**src/hw/rtl/msvf_pkg.sv**
```systemverilog
// shared types, constants and compare helpers for the memory value scan filter
`timescale 1ns / 1ps

package msvf_pkg;

   localparam int ADDRESS_BITS_DEF = 32;
   localparam int ADDR_W = 32;
   localparam int DATA_W = 64;

   localparam int F32_EXP_BITS  = 8;
   localparam int F32_FRAC_BITS = 23;
   localparam int F64_EXP_BITS  = 11;
   localparam int F64_FRAC_BITS = 52;

   // float adder depth and port-to-port latency
   localparam int FADD_LAT = 5;
   localparam int RSP_LAT  = FADD_LAT + 2;

   // 0.00001 in single precision, and the same value widened to double
   localparam logic [31:0] EPS_F32 = 32'h3727C5AC;
   localparam logic [63:0] EPS_F64 = 64'h3EE4F8B580000000;

   // adder roles
   localparam int ROLES     = 4;
   localparam int ROLE_HI   = 0;
   localparam int ROLE_LO   = 1;
   localparam int ROLE_SUM  = 2;
   localparam int ROLE_DIFF = 3;

   typedef enum logic [3:0] {
      KIND_U8, KIND_S8, KIND_U16, KIND_S16, KIND_U32,
      KIND_S32, KIND_U64, KIND_S64, KIND_F32, KIND_F64
   } kind_type;

   typedef enum logic [3:0] {
      OP_EQ, OP_NE, OP_GT, OP_GE, OP_LT, OP_LE,
      OP_INCREASED, OP_INCREASED_BY, OP_DECREASED, OP_DECREASED_BY,
      OP_CHANGED, OP_CHANGED_BY, OP_UNCHANGED, OP_ANY
   } op_type;

   typedef enum logic [1:0] {
      CSR_VALUE_KIND, CSR_COMPARISON, CSR_TARGET_VALUE
   } csr_index_type;

   typedef struct packed {
      logic in_r;
      logic gt_r;
      logic lt_r;
      logic in_c;
      logic in_d;
   } rel_type;

   typedef struct packed {
      logic [ADDR_W-1:0] addr;
      logic [DATA_W-1:0] bits;
      kind_type          kind;
      op_type            op;
   } item_type;

   // integer element as an order-preserving unsigned code
   function automatic logic [63:0] norm_int(kind_type k, logic [63:0] v);
      logic [63:0] r;
      unique case (k)
         KIND_U8:  r = {56'b0, v[7:0]};
         KIND_S8:  r = {56'b0, ~v[7], v[6:0]};
         KIND_U16: r = {48'b0, v[15:0]};
         KIND_S16: r = {48'b0, ~v[15], v[14:0]};
         KIND_U32: r = {32'b0, v[31:0]};
         KIND_S32: r = {32'b0, ~v[31], v[30:0]};
         KIND_U64: r = v;
         KIND_S64: r = {~v[63], v[62:0]};
         default:  r = v;
      endcase
      return r;
   endfunction

   function automatic logic [31:0] fp32_key(logic [31:0] x);
      logic [31:0] z;
      z = (x[30:0] == '0) ? '0 : x;
      return z[31] ? ~z : {1'b1, z[30:0]};
   endfunction

   function automatic logic fp32_lt(logic [31:0] a, logic [31:0] b);
      logic nan_a;
      logic nan_b;
      nan_a = (&a[30:23]) && (|a[22:0]);
      nan_b = (&b[30:23]) && (|b[22:0]);
      return !nan_a && !nan_b && (fp32_key(a) < fp32_key(b));
   endfunction

   function automatic logic [63:0] fp64_key(logic [63:0] x);
      logic [63:0] z;
      z = (x[62:0] == '0) ? '0 : x;
      return z[63] ? ~z : {1'b1, z[62:0]};
   endfunction

   function automatic logic fp64_lt(logic [63:0] a, logic [63:0] b);
      logic nan_a;
      logic nan_b;
      nan_a = (&a[62:52]) && (|a[51:0]);
      nan_b = (&b[62:52]) && (|b[51:0]);
      return !nan_a && !nan_b && (fp64_key(a) < fp64_key(b));
   endfunction

endpackage

```
**src/hw/rtl/msvf_fadd.sv**
```systemverilog
// five-stage ieee float adder, round to nearest even, no stall
`timescale 1ns / 1ps

module msvf_fadd
   import msvf_pkg::*;
#(
   parameter int EXP_BITS  = F32_EXP_BITS,
   parameter int FRAC_BITS = F32_FRAC_BITS
) (
   input  logic                        clock,
   input  logic [EXP_BITS+FRAC_BITS:0] a,
   input  logic [EXP_BITS+FRAC_BITS:0] b,
   input  logic                        sub,
   output logic [EXP_BITS+FRAC_BITS:0] result
);

   localparam int TW = EXP_BITS + FRAC_BITS + 1;
   localparam int W  = FRAC_BITS + 4;          // significand plus guard, round, sticky
   localparam int DW = $clog2(W + 1);
   localparam int CW = (EXP_BITS + 1 > DW) ? EXP_BITS + 1 : DW;
   localparam logic [EXP_BITS:0] EXP_TOP = (EXP_BITS + 1)'((1 << EXP_BITS) - 1);

   // stage 1: unpack, order by magnitude, align
   logic [EXP_BITS-1:0]  ea, eb, e_big, e_small, ee_big, ee_small, d;
   logic [FRAC_BITS-1:0] f_big, f_small;
   logic                 sb_eff, a_big, s_big, s_small;
   logic                 nan_a, nan_b, inf_a, inf_b;
   logic [FRAC_BITS:0]   m_small;
   logic [DW-1:0]        dcl;
   logic [2*W-1:0]       wide;

   logic [W-1:0]         mb1_in, msh1_in;
   logic                 nan1_in, inf1_in;
   logic [W-1:0]         mb1_ff, msh1_ff;
   logic [EXP_BITS-1:0]  exp1_ff;
   logic                 sub1_ff, sign1_ff, nan1_ff, inf1_ff, isgn1_ff;

   always_comb begin
      ea     = a[TW-2:FRAC_BITS];
      eb     = b[TW-2:FRAC_BITS];
      sb_eff = b[TW-1] ^ sub;
      nan_a  = (&ea) && (|a[FRAC_BITS-1:0]);
      nan_b  = (&eb) && (|b[FRAC_BITS-1:0]);
      inf_a  = (&ea) && !(|a[FRAC_BITS-1:0]);
      inf_b  = (&eb) && !(|b[FRAC_BITS-1:0]);
      nan1_in = nan_a || nan_b || (inf_a && inf_b && (a[TW-1] != sb_eff));
      inf1_in = inf_a || inf_b;

      a_big   = a[TW-2:0] >= b[TW-2:0];
      e_big   = a_big ? ea : eb;
      e_small = a_big ? eb : ea;
      f_big   = a_big ? a[FRAC_BITS-1:0] : b[FRAC_BITS-1:0];
      f_small = a_big ? b[FRAC_BITS-1:0] : a[FRAC_BITS-1:0];
      s_big   = a_big ? a[TW-1] : sb_eff;
      s_small = a_big ? sb_eff : a[TW-1];

      ee_big   = (e_big == '0) ? EXP_BITS'(1) : e_big;
      ee_small = (e_small == '0) ? EXP_BITS'(1) : e_small;
      m_small  = {|e_small, f_small};
      d        = ee_big - ee_small;
      dcl      = (d > EXP_BITS'(W)) ? DW'(W) : DW'(d);
      wide     = {m_small, 3'b000, {W{1'b0}}} >> dcl;

      mb1_in  = {|e_big, f_big, 3'b000};
      msh1_in = {wide[2*W-1:W+1], wide[W] | (|wide[W-1:0])};
   end

   always_ff @(posedge clock) begin
      mb1_ff   <= mb1_in;
      msh1_ff  <= msh1_in;
      exp1_ff  <= ee_big;
      sub1_ff  <= s_big ^ s_small;
      sign1_ff <= s_big;
      nan1_ff  <= nan1_in;
      inf1_ff  <= inf1_in;
      isgn1_ff <= inf_a ? a[TW-1] : sb_eff;
   end

   // stage 2: add or subtract magnitudes
   logic [W:0]          sum2_in;
   logic [W:0]          sum2_ff;
   logic [EXP_BITS-1:0] exp2_ff;
   logic                sign2_ff, nan2_ff, inf2_ff, isgn2_ff;

   assign sum2_in = sub1_ff ? ({1'b0, mb1_ff} - {1'b0, msh1_ff})
                            : ({1'b0, mb1_ff} + {1'b0, msh1_ff});

   always_ff @(posedge clock) begin
      sum2_ff  <= sum2_in;
      exp2_ff  <= exp1_ff;
      sign2_ff <= sign1_ff;
      nan2_ff  <= nan1_ff;
      inf2_ff  <= inf1_ff;
      isgn2_ff <= isgn1_ff;
   end

   // stage 3: carry fold and leading zero count
   logic [W-1:0]        n3_in;
   logic [EXP_BITS:0]   exp3_in, lim;
   logic [DW-1:0]       lzc, sh3_in;
   logic [W-1:0]        n3_ff;
   logic [EXP_BITS:0]   exp3_ff;
   logic [DW-1:0]       sh3_ff;
   logic                sign3_ff, nan3_ff, inf3_ff, isgn3_ff;

   always_comb begin
      n3_in   = sum2_ff[W] ? {sum2_ff[W:2], sum2_ff[1] | sum2_ff[0]} : sum2_ff[W-1:0];
      exp3_in = {1'b0, exp2_ff} + (EXP_BITS + 1)'(sum2_ff[W]);
      lim     = exp3_in - (EXP_BITS + 1)'(1);
      lzc     = DW'(W);
      for (int i = 0; i < W; i++) begin
         if (n3_in[i]) lzc = DW'(W - 1 - i);
      end
      // stop at the subnormal boundary
      sh3_in = (CW'(lzc) > CW'(lim)) ? DW'(lim) : lzc;
   end

   always_ff @(posedge clock) begin
      n3_ff    <= n3_in;
      exp3_ff  <= exp3_in;
      sh3_ff   <= sh3_in;
      sign3_ff <= sign2_ff;
      nan3_ff  <= nan2_ff;
      inf3_ff  <= inf2_ff;
      isgn3_ff <= isgn2_ff;
   end

   // stage 4: normalise
   logic [W-1:0]        n4_in;
   logic [EXP_BITS:0]   e4;
   logic [EXP_BITS-1:0] ef4_in;
   logic [W-1:0]        n4_ff;
   logic [EXP_BITS-1:0] ef4_ff;
   logic                ovf4_ff, sign4_ff, nan4_ff, inf4_ff, isgn4_ff;

   always_comb begin
      n4_in  = n3_ff << sh3_ff;
      e4     = exp3_ff - (EXP_BITS + 1)'(sh3_ff);
      ef4_in = n4_in[W-1] ? e4[EXP_BITS-1:0] : '0;
   end

   always_ff @(posedge clock) begin
      n4_ff    <= n4_in;
      ef4_ff   <= ef4_in;
      ovf4_ff  <= n4_in[W-1] && (e4 >= EXP_TOP);
      sign4_ff <= sign3_ff;
      nan4_ff  <= nan3_ff;
      inf4_ff  <= inf3_ff;
      isgn4_ff <= isgn3_ff;
   end

   // stage 5: round and pack, a carry out of the fraction bumps the exponent
   logic                          rup;
   logic [EXP_BITS+FRAC_BITS-1:0] packed5;
   logic [TW-1:0]                 res5_in;
   logic [TW-1:0]                 res5_ff;

   always_comb begin
      rup     = n4_ff[2] && (n4_ff[1] || n4_ff[0] || n4_ff[3]);
      packed5 = {ef4_ff, n4_ff[W-2:3]} + (EXP_BITS + FRAC_BITS)'(rup);
      if (nan4_ff) begin
         res5_in = {1'b0, {EXP_BITS{1'b1}}, 1'b1, {(FRAC_BITS-1){1'b0}}};
      end else if (inf4_ff) begin
         res5_in = {isgn4_ff, {EXP_BITS{1'b1}}, {FRAC_BITS{1'b0}}};
      end else if (ovf4_ff) begin
         res5_in = {sign4_ff, {EXP_BITS{1'b1}}, {FRAC_BITS{1'b0}}};
      end else begin
         res5_in = {sign4_ff, packed5};
      end
   end

   always_ff @(posedge clock) begin
      res5_ff <= res5_in;
   end

   assign result = res5_ff;

endmodule

```
**config.mk**
```make
export PLATFORM = sky130hd
export DESIGN_NAME = msvf_fadd
export DESIGN_NICKNAME = d
export VERILOG_FILES = /design/src/hw/rtl/msvf_pkg.sv /design/src/hw/rtl/msvf_fadd.sv
export SDC_FILE = /design/constraint.sdc
export NUM_CORES = 1
export LEC_CHECK = 0
export BUFFER_PORTS_ARGS = -buffer_cell sky130_fd_sc_hd__buf_2
export CAP_MARGIN = 30
export CORE_MARGIN = 2
export CORE_UTILIZATION = 48
export CTS_CLUSTER_DIAMETER = 100
export DETAILED_ROUTE_END_ITERATION = 8
export PLACE_DENSITY = 0.68
export SLEW_MARGIN = 20
export SYNTH_ARGS = -nofsm -noshare
export SYNTH_HDL_FRONTEND = slang
export SYNTH_SLANG_ARGS = --single-unit
```
**constraint.sdc**
```tcl
create_clock -name clock -period 8.2 [get_ports clock]
set_clock_uncertainty 0.2 [all_clocks]
set_input_delay 0.41 -clock clock [delete_from_list [all_inputs] [get_ports clock]]
set_output_delay 0.41 -clock clock [all_outputs]
set_load 0.005 [all_outputs]
```
==> results.md <==
STA:
- The worst hold margin is just under 0.03 ns.
- The final number of max-transition violations is 0.
- The achievable frequency is ~130 MHz.
- The measured slew at the worst slew-check pin is roughly 0.94 ns.
- The total setup violations reported at the end of the flow is 0.
- Setup total negative slack on the finished layout was measured at 0 ns.
- The final count of hold timing violations came to 0.
- For the finished layout, the period the worst path requires is 7.64 ns.
- Setup repair after global routing left no endpoint under its margin.
- The share of the clock period used by the worst path is between 90% and 100%.
- Measured against its own limit, the worst slew margin works out to 36.8%.

Drt:
- In the final routed layout, each cell accounts on average for approximately 18 um.
- The detailed router finished its first iteration with approximately 1000 violations.
- The number of vias after detailed routing is roughly 13000.
- The number of remaining DRC errors is 0.
- The number of routed nets with antenna violations is 0.
- The routed via count divided by cell count is 5.93.
- The wire length reported by the detailed router is approximately 40 mm.
- The first TritonRoute pass finished after 7 iterations.

Critical path:
- The cell family contributing the most delay on the critical path is simple AND/OR/NAND/NOR gates.
- The worst endpoint required time is 8.40 ns.
- The worst-path cell with the longest stage delay is sky130_fd_sc_hd__a2111oi_4.
- The critical path start-end classification is input port to flip-flop.
- The worst setup path is captured at a flip-flop.
- The kind of start point of the critical path is an input port.
- For this run, the slowest stage of the critical path takes 0.63 ns.
- Data on the critical path arrives at its endpoint at around 7.8 ns.
- Of all nets on the critical path, the largest fanout is 46.
- Together, buffers and inverters on the worst path number 3.

Global routing:
- The global-route congestion overflow total is 0.
- The initial antenna violation count is 2.
- The via count of the first global-routing pass came to about 12000.
- Global routing used between 20% and 30% of the available tracks.
- The first-pass GRT wire length is 65.1 mm.
- The largest net degree at the start of global routing is 57.

Clocking:
- TritonCTS built the clock tree.
- The sink count of the clock tree is 220.
- The longest clock path from root to sink contains 3 buffers.
- Clock-pin slew was measured on the worst setup and hold paths at around 0.060 ns.
- In this run the number of H-tree levels came out at 1.
- The tree is rooted in a sky130_fd_sc_hd__clkbuf_16.
- The buffers inserted during post-CTS setup optimization is 0.
- The later pin in the worst-skew pair is clocked with a latency of ~0.52 ns.
- The number of CTS-inserted buffers is 23.

Floorplan:
- Measured along the x axis, the die boundary spans approximately 180 um.
- The overall die height is between 150 and 200 um.
- The die covers roughly 32000 sq um.
- between 90 and 100 I/O pins were placed.
- The count of standard-cell rows is 63.
- The floorplan core area is just under 30000 sq um.
- The initial utilization of the core area, before any placement, comes to approximately 50%.

Yosys:
- Counting flops with a built-in enable in the synthesized netlist gives 0.
- The average cell area after synthesis is 8.39 sq um.
- The instance count of the mapped netlist is about 1700.
- Synthesis instantiated between 80 and 90 different standard cells from the library.
- The proportion of synthesized chip area in sequential cells is between 30 and 40%.
- The post-synth net total is 1895.
- The most common cell in the synthesized netlist is sky130_fd_sc_hd__dfxtp_1.
- By area the synthesized netlist is led by sky130_fd_sc_hd__dfxtp_1 30%, sky130_fd_sc_hd__ha_1 8.7%, sky130_fd_sc_hd__mux2i_1 5.0%, sky130_fd_sc_hd__mux2_2 4.9%, sky130_fd_sc_hd__a21oi_1 4.8%.
- The cell area that synthesis handed to floorplanning was around 14000 sq um.
- The total of flip-flops plus latches after synthesis is 220.
- In the synthesized netlist the dominant register cell turns out to be sky130_fd_sc_hd__dfxtp_1.
- Ranked by instance count, the synthesized netlist is headed by 220 x sky130_fd_sc_hd__dfxtp_1, 156 x sky130_fd_sc_hd__nor2_1, 149 x sky130_fd_sc_hd__nand2_1, 140 x sky130_fd_sc_hd__a21oi_1, 109 x sky130_fd_sc_hd__inv_1.
- In this run the biggest area consumer among cell types represents just over 30% of the synthesized area.
- The number of warnings printed during yosys synthesis is 0.
- The biggest area contributor in the post-synthesis netlist is sky130_fd_sc_hd__dfxtp_1.
- The async set-reset flop share out of synthesis is 0%.

Power and ir drop:
- The power after layout is roughly 4.6 mW.
- The maximum VDD drop is 0.143 mV.
- In this run switching power makes up a little under two fifths of total power.
- The analysis attributes to net switching a power of 1.72 mW.
- Cell internal power was estimated by the tool at between 2 and 3 mW.
- The share of total power in the clock network is roughly 22%.
- The total leakage power is roughly 6.8 nW.
- Per report_power, the combinational group accounts for between 40% and 50% of the total.
- Registers are responsible for a little over a third of the overall power.
- Power spread over the standard cell area amounts to 284 nW/um^2.

Layout:
- The summed area of non-filler cells in the final layout is ~16000 sq um.
- The final net count is roughly 2000.
- The area growth from synthesis to layout is 11.0%.
- Of the cells placed in the final design, the portion with a size suffix greater than 1 is around 14%.
- The number of diodes added for antenna fixing is 0.

Worst hold path:
- The worst hold path belongs to the class input port to flip-flop.

Placed design:
- Once placement finished, the instance area stood at around 15000 sq um.
- The placed wire-length estimate after detailed placement is between 30 and 40 mm.
- Port buffering added 97 buffers.
- The routability-driven placement congestion ratio is about 1.

Status:
- The run finished with clean final reports.

Flow run:
- The reported max-cap violation count is 0.
[logic make-up (layout without fill, tap and decap cells)]
family	after synthesis	count (layout)	synth area share, %
xor gates and xnor gates	79	79	4.83
buffers and inverters	185	268	5.07
AOI/OAI and AO/OA	414	414	18.8
and+or+nand+nor	566	566	18.7
adders and majority gates	104	104	9.15
DFF	220	220	30.4
muxes	157	157	13.0
[path summary, 6_finish.rpt]
| kind | cells after the start | slack [ns] | to | from |
|---|---|---|---|---|
| hold reg to reg | 0 | 0.12 | inf2_ff | inf1_ff |
| hold / removal | 2 | 0.03 | mb1_ff[23] | b[20] |
| setup / recovery | 28 | 0.56 | msh1_ff[0] | b[27] |
| setup reg to reg | 16 | 3.07 | sh3_ff[4] | sum2_ff[27] |
[layout make-up]
| cell class | count | area, sq um |
|---|---|---|
| tap | 390 | 488 |
| clock buffer | 32 | 639 |
| multi-input combinational | 1320 | 9340 |
| sequential | 220 | 4400 |
| fill | 2849 | 13600 |
| clock inverter | 3 | 80.1 |
| timing repair buffer | 122 | 686 |
| inverter | 111 | 417 |
[worst reg2reg max path, stage by stage (launching register included)]
cell and delay [ns]:
sky130_fd_sc_hd__dfxtp_1 0.63, sky130_fd_sc_hd__buf_4 0.36, sky130_fd_sc_hd__mux2_2 0.40, sky130_fd_sc_hd__a31oi_1 0.15, sky130_fd_sc_hd__o21ai_0 0.09, sky130_fd_sc_hd__a21oi_1 0.15, sky130_fd_sc_hd__nor2_1 0.05, sky130_fd_sc_hd__o21ai_0 0.16
sky130_fd_sc_hd__a21oi_1 0.09, sky130_fd_sc_hd__nor2_1 0.11, sky130_fd_sc_hd__o21ai_0 0.12, sky130_fd_sc_hd__a221o_1 0.34, sky130_fd_sc_hd__a311o_1 0.39, sky130_fd_sc_hd__ha_1 0.29, sky130_fd_sc_hd__a311o_1 0.31, sky130_fd_sc_hd__nor3_1 0.75
sky130_fd_sc_hd__mux2_2 0.42
[power groups by stage]
stage	clock network [mW]	registers, mW	logic, mW
global placement	0	1.61	1.92
floorplan	0	1.58	1.40
detailed placement	0	1.62	1.93
CTS	1.02	1.60	1.94
global route	1.07	1.64	2.16
finish	0.998	1.60	1.96
[through the flow]
stage / worst slack [ns] / cells / utilization, %
2_1_floorplan: 0.137 / 1725 / -
3_3_place_gp: 0.236 / 2161 / 51.7
3_5_place_dp: 0.152 / 2161 / 51.7
4_1_cts: 0.710 / 2197 / 54.2
5_1_grt: 0.0696 / 2198 / 54.2
6_report: 0.561 / 2198 / 54.2
[what timing repair did]
item                                   CTS  global route
endpoints found under the hold margin    2             0
hold buffers                             1             0
resized for setup                        0             0
[routing by layer]
layer  global-route usage [%]  wire length, um  vias to the layer above
li1                         -                -                     6376
met1                     32.2            17000                     6054
met2                     42.8            18800                      489
met3                     2.98             2500                      116
met4                     13.9             2200                        0
met5                        0                0                        -
[registers in the layout, indices dropped and copies added, names as in the netlist, 5 cells and up]
name / count
sh3_ff: 5
exp2_ff: 8
result: 32
n4_ff: 26
msh1_ff: 27
sum2_ff: 28
n3_ff: 27
exp3_ff: 9
ef4_ff: 8
mb1_ff: 24
exp1_ff: 8
[layout by cell type (no fill, tap or decap), types with 28 or more instances in the layout]
cell                      Yosys  routed
sky130_fd_sc_hd__a21oi_1    140     140
sky130_fd_sc_hd__inv_1      109     109
sky130_fd_sc_hd__ha_1       101     101
sky130_fd_sc_hd__mux2i_1     72      72
sky130_fd_sc_hd__nor3_1      49      49
sky130_fd_sc_hd__o21ai_0     72      72
sky130_fd_sc_hd__nand2_1    149     149
sky130_fd_sc_hd__buf_2       10      98
sky130_fd_sc_hd__nand3_1     53      52
sky130_fd_sc_hd__xnor2_1     34      34
sky130_fd_sc_hd__dfxtp_1    220     220
sky130_fd_sc_hd__xor2_1      44      44
sky130_fd_sc_hd__mux2_2      63      63
sky130_fd_sc_hd__nor2_1     156     154
sky130_fd_sc_hd__and3_1      28      28
Power figures use the tool's default switching activity.
