$ cat src/hw/rtl/msvf_pkg.sv
// shared types, constants and compare helpers for the memory value scan filter
`timescale 1ns / 1ps

package msvf_pkg;

   localparam int ADDRESS_BITS_DEF = 32;
   localparam int ADDR_W = 32;
   localparam int DATA_W = 64;

   localparam int F32_EXP_BITS  = 8;
   localparam int F32_FRAC_BITS = 23;
   localparam int F64_EXP_BITS  = 11;
   localparam int F64_FRAC_BITS = 52;

   // float adder depth and port-to-port latency
   localparam int FADD_LAT = 5;
   localparam int RSP_LAT  = FADD_LAT + 2;

   // 0.00001 in single precision, and the same value widened to double
   localparam logic [31:0] EPS_F32 = 32'h3727C5AC;
   localparam logic [63:0] EPS_F64 = 64'h3EE4F8B580000000;

   // adder roles
   localparam int ROLES     = 4;
   localparam int ROLE_HI   = 0;
   localparam int ROLE_LO   = 1;
   localparam int ROLE_SUM  = 2;
   localparam int ROLE_DIFF = 3;

   typedef enum logic [3:0] {
      KIND_U8, KIND_S8, KIND_U16, KIND_S16, KIND_U32,
      KIND_S32, KIND_U64, KIND_S64, KIND_F32, KIND_F64
   } kind_type;

   typedef enum logic [3:0] {
      OP_EQ, OP_NE, OP_GT, OP_GE, OP_LT, OP_LE,
      OP_INCREASED, OP_INCREASED_BY, OP_DECREASED, OP_DECREASED_BY,
      OP_CHANGED, OP_CHANGED_BY, OP_UNCHANGED, OP_ANY
   } op_type;

   typedef enum logic [1:0] {
      CSR_VALUE_KIND, CSR_COMPARISON, CSR_TARGET_VALUE
   } csr_index_type;

   typedef struct packed {
      logic in_r;
      logic gt_r;
      logic lt_r;
      logic in_c;
      logic in_d;
   } rel_type;

   typedef struct packed {
      logic [ADDR_W-1:0] addr;
      logic [DATA_W-1:0] bits;
      kind_type          kind;
      op_type            op;
   } item_type;

   // integer element as an order-preserving unsigned code
   function automatic logic [63:0] norm_int(kind_type k, logic [63:0] v);
      logic [63:0] r;
      unique case (k)
         KIND_U8:  r = {56'b0, v[7:0]};
         KIND_S8:  r = {56'b0, ~v[7], v[6:0]};
         KIND_U16: r = {48'b0, v[15:0]};
         KIND_S16: r = {48'b0, ~v[15], v[14:0]};
         KIND_U32: r = {32'b0, v[31:0]};
         KIND_S32: r = {32'b0, ~v[31], v[30:0]};
         KIND_U64: r = v;
         KIND_S64: r = {~v[63], v[62:0]};
         default:  r = v;
      endcase
      return r;
   endfunction

   function automatic logic [31:0] fp32_key(logic [31:0] x);
      logic [31:0] z;
      z = (x[30:0] == '0) ? '0 : x;
      return z[31] ? ~z : {1'b1, z[30:0]};
   endfunction

   function automatic logic fp32_lt(logic [31:0] a, logic [31:0] b);
      logic nan_a;
      logic nan_b;
      nan_a = (&a[30:23]) && (|a[22:0]);
      nan_b = (&b[30:23]) && (|b[22:0]);
      return !nan_a && !nan_b && (fp32_key(a) < fp32_key(b));
   endfunction

   function automatic logic [63:0] fp64_key(logic [63:0] x);
      logic [63:0] z;
      z = (x[62:0] == '0) ? '0 : x;
      return z[63] ? ~z : {1'b1, z[62:0]};
   endfunction

   function automatic logic fp64_lt(logic [63:0] a, logic [63:0] b);
      logic nan_a;
      logic nan_b;
      nan_a = (&a[62:52]) && (|a[51:0]);
      nan_b = (&b[62:52]) && (|b[51:0]);
      return !nan_a && !nan_b && (fp64_key(a) < fp64_key(b));
   endfunction

endpackage

$ cat src/hw/rtl/msvf_judge.sv
// band compares, mode decode and result register
`timescale 1ns / 1ps

module msvf_judge
   import msvf_pkg::*;
(
   input  logic                        clock,
   input  logic                        reset,
   input  logic                        in_valid,
   input  item_type                    in_item,
   input  rel_type                     in_irel,
   input  logic [ROLES-1:0][31:0]      in_f32,
   input  logic [ROLES-1:0][63:0]      in_f64,
   output logic                        out_valid,
   output logic [ADDR_W-1:0]           out_address,
   output logic [DATA_W-1:0]           out_bits
);

   rel_type rel32, rel64, rel_in;
   logic    v6_in;

   always_comb begin
      rel32.in_r = fp32_lt(in_f32[ROLE_LO], in_item.bits[31:0]) &&
                   fp32_lt(in_item.bits[31:0], in_f32[ROLE_HI]);
      rel32.gt_r = fp32_lt(in_f32[ROLE_HI], in_item.bits[31:0]);
      rel32.lt_r = fp32_lt(in_item.bits[31:0], in_f32[ROLE_LO]);
      rel32.in_c = fp32_lt(in_f32[ROLE_LO], in_f32[ROLE_SUM]) &&
                   fp32_lt(in_f32[ROLE_SUM], in_f32[ROLE_HI]);
      rel32.in_d = fp32_lt(in_f32[ROLE_LO], in_f32[ROLE_DIFF]) &&
                   fp32_lt(in_f32[ROLE_DIFF], in_f32[ROLE_HI]);

      rel64.in_r = fp64_lt(in_f64[ROLE_LO], in_item.bits) &&
                   fp64_lt(in_item.bits, in_f64[ROLE_HI]);
      rel64.gt_r = fp64_lt(in_f64[ROLE_HI], in_item.bits);
      rel64.lt_r = fp64_lt(in_item.bits, in_f64[ROLE_LO]);
      rel64.in_c = fp64_lt(in_f64[ROLE_LO], in_f64[ROLE_SUM]) &&
                   fp64_lt(in_f64[ROLE_SUM], in_f64[ROLE_HI]);
      rel64.in_d = fp64_lt(in_f64[ROLE_LO], in_f64[ROLE_DIFF]) &&
                   fp64_lt(in_f64[ROLE_DIFF], in_f64[ROLE_HI]);

      if (in_item.kind == KIND_F32) begin
         rel_in = rel32;
      end else if (in_item.kind == KIND_F64) begin
         rel_in = rel64;
      end else begin
         rel_in = in_irel;
      end
      // unknown element types never match
      v6_in = in_valid && (in_item.kind <= KIND_F64);
   end

   logic              v6_ff;
   logic [ADDR_W-1:0] addr6_ff;
   logic [DATA_W-1:0] bits6_ff;
   op_type            op6_ff;
   rel_type           rel6_ff;

   always_ff @(posedge clock) begin
      if (reset) begin
         v6_ff <= 1'b0;
      end else begin
         v6_ff <= v6_in;
      end
   end

   always_ff @(posedge clock) begin
      addr6_ff <= in_item.addr;
      bits6_ff <= in_item.bits;
      op6_ff   <= in_item.op;
      rel6_ff  <= rel_in;
   end

   logic hit;

   always_comb begin
      unique case (op6_ff)
         OP_EQ, OP_UNCHANGED:     hit = rel6_ff.in_r;
         OP_NE, OP_CHANGED:       hit = !rel6_ff.in_r;
         OP_GT, OP_INCREASED:     hit = rel6_ff.gt_r;
         OP_GE:                   hit = rel6_ff.in_r || rel6_ff.gt_r;
         OP_LT, OP_DECREASED:     hit = rel6_ff.lt_r;
         OP_LE:                   hit = rel6_ff.in_r || rel6_ff.lt_r;
         OP_INCREASED_BY:         hit = rel6_ff.in_c;
         OP_DECREASED_BY:         hit = rel6_ff.in_d;
         OP_CHANGED_BY:           hit = rel6_ff.in_c || rel6_ff.in_d;
         OP_ANY:                  hit = 1'b1;
         default:                 hit = 1'b0;
      endcase
   end

   logic              out_valid_ff;
   logic [ADDR_W-1:0] out_address_ff;
   logic [DATA_W-1:0] out_bits_ff;

   always_ff @(posedge clock) begin
      if (reset) begin
         out_valid_ff <= 1'b0;
      end else begin
         out_valid_ff <= v6_ff && hit;
      end
   end

   always_ff @(posedge clock) begin
      out_address_ff <= addr6_ff;
      out_bits_ff    <= bits6_ff;
   end

   assign out_valid   = out_valid_ff;
   assign out_address = out_address_ff;
   assign out_bits    = out_bits_ff;

   a_bad_kind_drops: assert property (@(posedge clock) disable iff (reset)
      (in_valid && (in_item.kind > KIND_F64)) |-> ##2 !out_valid)
      else $error("item with unknown element type produced a result");

   a_any_matches: assert property (@(posedge clock) disable iff (reset)
      (in_valid && (in_item.kind <= KIND_F64) && (in_item.op == OP_ANY)) |-> ##2 out_valid)
      else $error("match-all item produced no result");

endmodule

$ cat config.mk
export PLATFORM = sky130hd
export DESIGN_NAME = msvf_judge
export DESIGN_NICKNAME = d
export VERILOG_FILES = /design/src/hw/rtl/msvf_pkg.sv /design/src/hw/rtl/msvf_judge.sv
export SDC_FILE = /design/constraint.sdc
export NUM_CORES = 1
export LEC_CHECK = 0
export BUFFER_PORTS_ARGS = -buffer_cell sky130_fd_sc_hd__clkbuf_2
export CORE_MARGIN = 2
export CORE_UTILIZATION = 42
export CTS_BUF_LIST = sky130_fd_sc_hd__clkbuf_4 sky130_fd_sc_hd__clkbuf_8 sky130_fd_sc_hd__clkbuf_16
export CTS_CLUSTER_SIZE = 20
export DETAILED_ROUTE_END_ITERATION = 12
export GPL_ROUTABILITY_DRIVEN = 0
export PLACE_DENSITY_LB_ADDON = 0.3
export SETUP_SLACK_MARGIN = 0.1
export SLEW_MARGIN = 15
export SYNTH_ARGS = -nofsm -noshare
export SYNTH_HDL_FRONTEND = slang
export SYNTH_SLANG_ARGS = --single-unit
$ cat constraint.sdc
create_clock -name clock -period 6.6 [get_ports clock]
set_clock_uncertainty 0.15 [all_clocks]
set_input_delay 0.66 -clock clock [delete_from_list [all_inputs] [get_ports clock]]
set_output_delay 0.66 -clock clock [all_outputs]
set_load 0.01 [all_outputs]
==> flow_summary_export.csv, run 1 <==
group,metric,value,unit
status,status,"complete, no violations",
yosys,ys_seq_elements,203,
floorplan,core_area,63300,µm²
yosys,synthDominantCellAreaShare,0.258,
floorplan,chipHeight,258,µm
critical_path,crit_cells,18,
detailed_routing,route.detailed.drc,0,
critical_path,crit_type,"input pin to flop",
critical_path,timing.rr.start,"rel6_ff[4]",
place,place_inst,4821,
layout,final_cells,4863,
grt,first_global_vias,25889,
clock_network,cts_tree,"done",
critical_path,endpoint,"rel6_ff[1]",
min_path,min_path_type,"input pin to flop",
yosys,yosysWarnings,0,
timing,tightest_slew,1.24,ns
grt,antenna_found_initial,1,
power,p_comb_frac,0.508,
detailed_routing,drtPass1Iterations,6,
critical_path,critical-path-max-stage-delay,1.04,ns
timing,finalSetupViolations,0,
yosys,synth_flop_cell,"dfxtp_1",
yosys,postSynth.asyncResetShare,0,
detailed_routing,drtIter0Drc,2208,
critical_path,worstSetupStartpointType,"input pin",
yosys,synth_area,27000,µm²
job,maxCapViolCount,0,
floorplan,dieArea,66400,µm²
critical_path,endpoint_kind,"flop",
critical_path,worst_path_max_delay_cell,"nor4_1",
detailed_routing,wl_met2,45600,µm
clock_network,max-clock-path-buffers,3,
detailed_routing,drt_wl_total,101000,µm
yosys,avgSynthCellArea,7.85,µm²
yosys,ys_seq_area_frac,0.150,
detailed_routing,vias,26489,
clock_network,cts_resized,0,
place,io_buffers,592,
yosys,syn-num-nets,4493,
critical_path,crit_arrival,6.03,ns
layout,syn2layout_area_growth,17.6,%
yosys,syn_inst,3439,
layout,layout.nets,5053,
floorplan,io_pins,593,
clock_network,clock-sinks,203,
power,power_frac_seq,0.249,
detailed_routing,drt-met1-wl,43000,µm
timing,rsz0062_at_grt,"false",
clock_network,htreeDepth,1,
yosys,synth_top_area_cell,"ha_1",
power,power.switching,2130,µW
timing,setup-tns-final,0,ns
critical_path,cp-startpoint,"in_f64[143]",
power,powerDensity,166,nW/µm²
yosys,synth_area_leaders,"ha_1 (26%), dfxtp_1 (15%), xor2_1 (15%)",
grt,grt.overflow.total,0,
yosys,ys_types,74,
detailed_routing,routed_via_density,5.45,
grt,globalRouteTotalUtil,0.293,
power,ir_drop,0.134,mV
grt,grt_pass1_wl,151000,µm
place,place_hpwl,89300,µm
clock_network,root_buffer,"clkbuf_16",
power,cellLeakagePower,0.0168,µW
detailed_routing,dr_wl_met3,7120,µm
clock_network,insertion_delay,0.55,ns
power,switching_share,0.403,
critical_path,path_cells,"clkbuf_2 -> nor4_1 -> nand4_1 -> nor4_1 -> buf_4 -> nand4_1 -> buf_4 -> and2_1 -> ha_1 -> nand2_1 -> or4_1 -> or4_1 -> or4_1 -> and3_1 -> a41o_1 -> a21oi_2 -> o2111ai_1 -> a31o_1",
layout,layout_common_cells,"clkbuf_2 (587), ha_1 (558), xor2_1 (454)",
critical_path,cp_max_fo,12,
yosys,synth_edf_count,0,
timing,clock.fmax,0.174,GHz
clock_network,cts-buffers-inserted,22,
timing,slew_headroom,0.165,
timing,finalWorstPathRequiredPeriod,5.73,ns
critical_path,reg2reg_depth,6,
floorplan,rows,92,
layout,final_cell_area,31800,µm²
floorplan,die_w,258,µm
critical_path,r2r-end,"out_valid",
power,intPower,3150,µW
clock_network,path_clk_slew,0.08,ns
detailed_routing,wire_per_inst,20.8,µm
timing,finalHoldViolCount,0,
layout,layout-drive-gt1-share,0.189,
critical_path,cp_top_family,"simple AND/OR/NAND/NOR gates",
clock_network,postCtsSetupBuffers,0,
timing,finalCritPeriodShare,0.869,
critical_path,crit_top_cell,"or4_1",
power,p_clk_frac,0.243,
critical_path,cp_num_buf_inv,3,
place,placed_area,31000,µm²
detailed_routing,routed.top_layer,"met4",
layout,final_common_cell,"clkbuf_2",
clock_network,hold_buffers,0,
critical_path,reg2reg_slack,4.96,ns
grt,grt_max_degree,65,
floorplan,start_util,0.427,
timing,slew_viol_final,0,
detailed_routing,ant_nets,0,
critical_path,required,6.90,ns
==> logic make-up after synthesis <==
kind of cell | Yosys count | share of synthesized area
simple gates | 1107 | 0.232
xor+xnor | 474 | 0.154
mux | 1 | 0.000371
flops | 203 | 0.150
buf+inv | 587 | 0.0831
compound gates | 509 | 0.122
fa+ha+maj | 558 | 0.258
==> cells in the mapped netlist, drive strengths merged, types with 3 or more instances <==
| cell | count |
|---|---|
| a211oi | 37 |
| a31oi | 8 |
| o221ai | 3 |
| a311oi | 4 |
| o31ai | 6 |
| a211o | 11 |
| o2111ai | 9 |
| o22ai | 4 |
| xnor2 | 20 |
| nor4b | 3 |
| and2 | 363 |
| nand3 | 60 |
| dfxtp | 203 |
| or3 | 6 |
| nor2b | 79 |
| nand3b | 3 |
| or2 | 4 |
| a2111oi | 11 |
| clkbuf | 87 |
| a21oi | 139 |
| and4 | 9 |
| a221oi | 6 |
| or4 | 18 |
| nand4 | 126 |
| nand2 | 153 |
| ha | 558 |
| o21ai | 113 |
| a31o | 3 |
| nand2b | 12 |
| o32ai | 3 |
| nor3 | 48 |
| o21a | 20 |
| xor2 | 454 |
| inv | 481 |
| o211ai | 23 |
| buf | 19 |
| o41ai | 5 |
| nor4 | 117 |
| a21o | 87 |
| nor2 | 90 |
| and3 | 13 |
==> flip-flops by register name, summed over array words and instances, names as in the netlist <==
| signal | count |
|---|---|
| bits6_ff | 64 |
| v6_ff | 1 |
| out_address | 32 |
| addr6_ff | 32 |
| op6_ff | 4 |
| out_valid | 1 |
| out_bits | 64 |
| rel6_ff | 5 |
==> worst min-delay path by stage <==
stage	cells after the start	to	slack (ns)	start
floorplan	0	out_address[0]	0.16	addr6_ff[0]
global placement	0	out_address[4]	0.16	addr6_ff[4]
detailed placement	0	out_address[17]	0.16	addr6_ff[17]
CTS	1	addr6_ff[16]	0.05	in_item[88]
global route	1	addr6_ff[25]	0.05	in_item[97]
finish	1	addr6_ff[16]	0.07	in_item[88]
==> power by group through the flow <==
stage / sequential (µW) / combinational, µW / clock (µW)
final: 1310 / 2680 / 1290
after global placement: 1340 / 2590 / 0
after floorplan: 1350 / 1710 / 0
after CTS: 1310 / 2640 / 1310
after detailed placement: 1340 / 2610 / 0
after global routing: 1320 / 3000 / 1360
==> layout make-up <==
type | instances | area, µm²
Clock buffer | 26 | 593
Multi-Input combinational cell | 2649 | 20700
Sequential cell | 203 | 4060
Fill cell | 6260 | 31600
Timing Repair Buffer | 642 | 3350
Clock inverter | 14 | 168
Inverter | 481 | 1810
Tap cell | 846 | 1060
Antenna cell | 2 | 5.00
==> metal layers <==
metal	global-route usage	vias to the layer above
met1	0.378	12137
met2	0.489	1180
met3	0.0305	227
met5	0	-
li1	-	12945
met4	0.139	0
==> per-stage QoR <==
stage,setup slack (ns),hold slack [ns],util,total power (µW)
5_1_grt,0.966,0.0474,0.502,5680
3_3_place_gp,0.298,0.160,0.490,3930
6_report,0.866,0.0679,0.502,5280
4_1_cts,0.992,0.0464,0.502,5260
2_1_floorplan,1.65,0.160,-,3060
3_5_place_dp,0.420,0.162,0.490,3960
Power figures use the tool's default switching activity.
==> run 2, diff against run 1 <==
Clock period 6.6 ns to 5.4 ns, I/O delays scaled along.
==> flow_summary_export.csv, run 2 (synthesis gave the netlist of run 1 again) <==
group,metric,value,unit
status,status,"complete, no violations",
timing,slew_headroom,0.322,
detailed_routing,wire_per_inst,19.8,µm
power,intPower,4040,µW
place,placed_area,33000,µm²
power,powerDensity,195,nW/µm²
layout,final_cells,5175,
grt,first_global_vias,27228,
critical_path,cp_max_fo,34,
timing,tightest_slew,1.00,ns
job,maxCapViolCount,0,
floorplan,io_pins,593,
power,cellLeakagePower,0.0183,µW
timing,rsz0062_at_grt,"false",
timing,hold_slack,0.0275,ns
clock_network,clock-sinks,203,
grt,grtUsageMet1,0.381,
detailed_routing,routed_via_density,5.29,
place,place_inst,5072,
grt,grt_pass1_wl,155000,µm
grt,grt.met3_usage,0.0350,
timing,slew_viol_final,0,
floorplan,chipHeight,258,µm
place,io_buffers,592,
floorplan,dieArea,66400,µm²
min_path,min_path_type,"input pin to flop",
min_path,hold_depth,1,
grt,busiest_layer,"met2",
critical_path,critical-path-max-stage-delay,0.59,ns
critical_path,worst_path_max_delay_cell,"nor4_1",
timing,finalCritPeriodShare,0.968,
floorplan,die_w,258,µm
layout,syn2layout_area_growth,27.3,%
critical_path,crit_type,"input pin to flop",
grt,grtUsageMet2,0.510,
critical_path,cp_num_buf_inv,5,
min_path,worstHoldStart,"in_item[63]",
layout,layout_common_cells,"clkbuf_2 (587), ha_1 (558), xor2_1 (454)",
layout,final_cell_area,34400,µm²
clock_network,insertion_delay,0.55,ns
timing,finalWorstPathRequiredPeriod,5.23,ns
critical_path,cp-startpoint,"in_f64[65]",
critical_path,crit_arrival,5.50,ns
timing,finalHoldViolCount,0,
place,place_hpwl,90600,µm
layout,layout-drive-gt1-share,0.234,
critical_path,timing.rr.start,"rel6_ff[4]",
critical_path,worstSetupStartpointType,"input pin",
detailed_routing,drt_wl_total,103000,µm
clock_network,root_buffer,"clkbuf_16",
power,power_frac_seq,0.240,
detailed_routing,ant_nets,0,
floorplan,start_util,0.427,
grt,antenna_found_initial,2,
floorplan,core_area,63300,µm²
clock_network,cts-buffers-inserted,22,
power,switching_share,0.396,
detailed_routing,drtIter0Drc,1901,
critical_path,cp_top_family,"simple AND/OR/NAND/NOR gates",
detailed_routing,vias,27368,
critical_path,reg2reg_depth,6,
clock_network,path_clk_slew,0.06,ns
timing,clock.fmax,0.191,GHz
timing,setup-tns-final,0,ns
critical_path,endpoint_kind,"flop",
layout,layout.nets,5368,
grt,globalRouteTotalUtil,0.300,
power,p_comb_frac,0.536,
critical_path,crit_cells,19,
layout,final_common_cell,"clkbuf_2",
clock_network,max-clock-path-buffers,3,
power,power.switching,2650,µW
timing,layout_setup_ws,0.171,ns
grt,grt.overflow.total,0,
critical_path,path_cells,"clkbuf_2 -> nor4_1 -> buf_4 -> nand4_1 -> nor4_1 -> buf_4 -> nand4_1 -> buf_12 -> and2_1 -> buf_4 -> ha_1 -> nand4_1 -> nor2_1 -> o21ai_0 -> o211ai_1 -> a21oi_1 -> nor4b_1 -> o211ai_1 -> a31o_1",
place,pre_cts_ws,-0.752,ns
floorplan,rows,92,
clock_network,cts_tree,"done",
clock_network,htreeDepth,1,
power,ir_drop,0.197,mV
power,p_clk_frac,0.224,
detailed_routing,drtPass1Iterations,7,
critical_path,required,5.67,ns
grt,grt_max_degree,42,
detailed_routing,route.detailed.drc,0,
timing,finalSetupViolations,0,
## run 2: cell types whose count changed in the layout (fill, tap and decap cells not counted), moves of 4 or more
cell,change
dlygate4sd3_1,+64
buf_4,+245
buf_12,+6
nor4_1,-4
## run 2: timing repair
| action | 4_1_cts | 5_1_grt |
|---|---|---|
| gates resized for setup | 2 | 6 |
| buffers inserted | 0 | 0 |
| endpoints found under the hold margin | 64 | 0 |
| hold buffers | 64 | 0 |
| pin swaps | 0 | 1 |
| endpoints found under the setup margin | 1 | 3 |
## run 2: metal layers
layer | wire length, µm | up-vias
met1 | 44000 | 12471
li1 | - | 13596
met3 | 6610 | 223
met5 | 0 | -
met4 | 5280 | 0
met2 | 46800 | 1078
## run 2: power by group through the flow
stage	sequential, µW	clock, µW	combinational (µW)
finish	1610	1500	3590
global route	1610	1590	4010
CTS	1610	1540	3540
detailed placement	1640	0	3470
global placement	1640	0	3430
floorplan	1650	0	2100
## run 2: path summary, 6_finish.rpt
kind                            slack (ns)      endpoint
worst max register to register        3.73     out_valid
worst min register to register        0.17  out_bits[43]
worst min-delay path                  0.03  bits6_ff[55]
worst max-delay path                  0.17    rel6_ff[1]
## run 2: area by class of cell
class	instances	area, µm²
Inverter	481	1810
Clock inverter	9	106
Multi-Input combinational cell	2649	20800
Antenna cell	1	2.50
Timing Repair Buffer	957	5950
Clock buffer	29	628
Sequential cell	203	4060
Tap cell	846	1060
Fill cell	6117	28900
## run 2: through the flow
| step | util | total power, µW |
|---|---|---|
| floorplan | - | 3750 |
| global placement | 0.520 | 5070 |
| detailed placement | 0.520 | 5110 |
| CTS | 0.542 | 6680 |
| global route | 0.543 | 7210 |
| finish | 0.543 | 6690 |
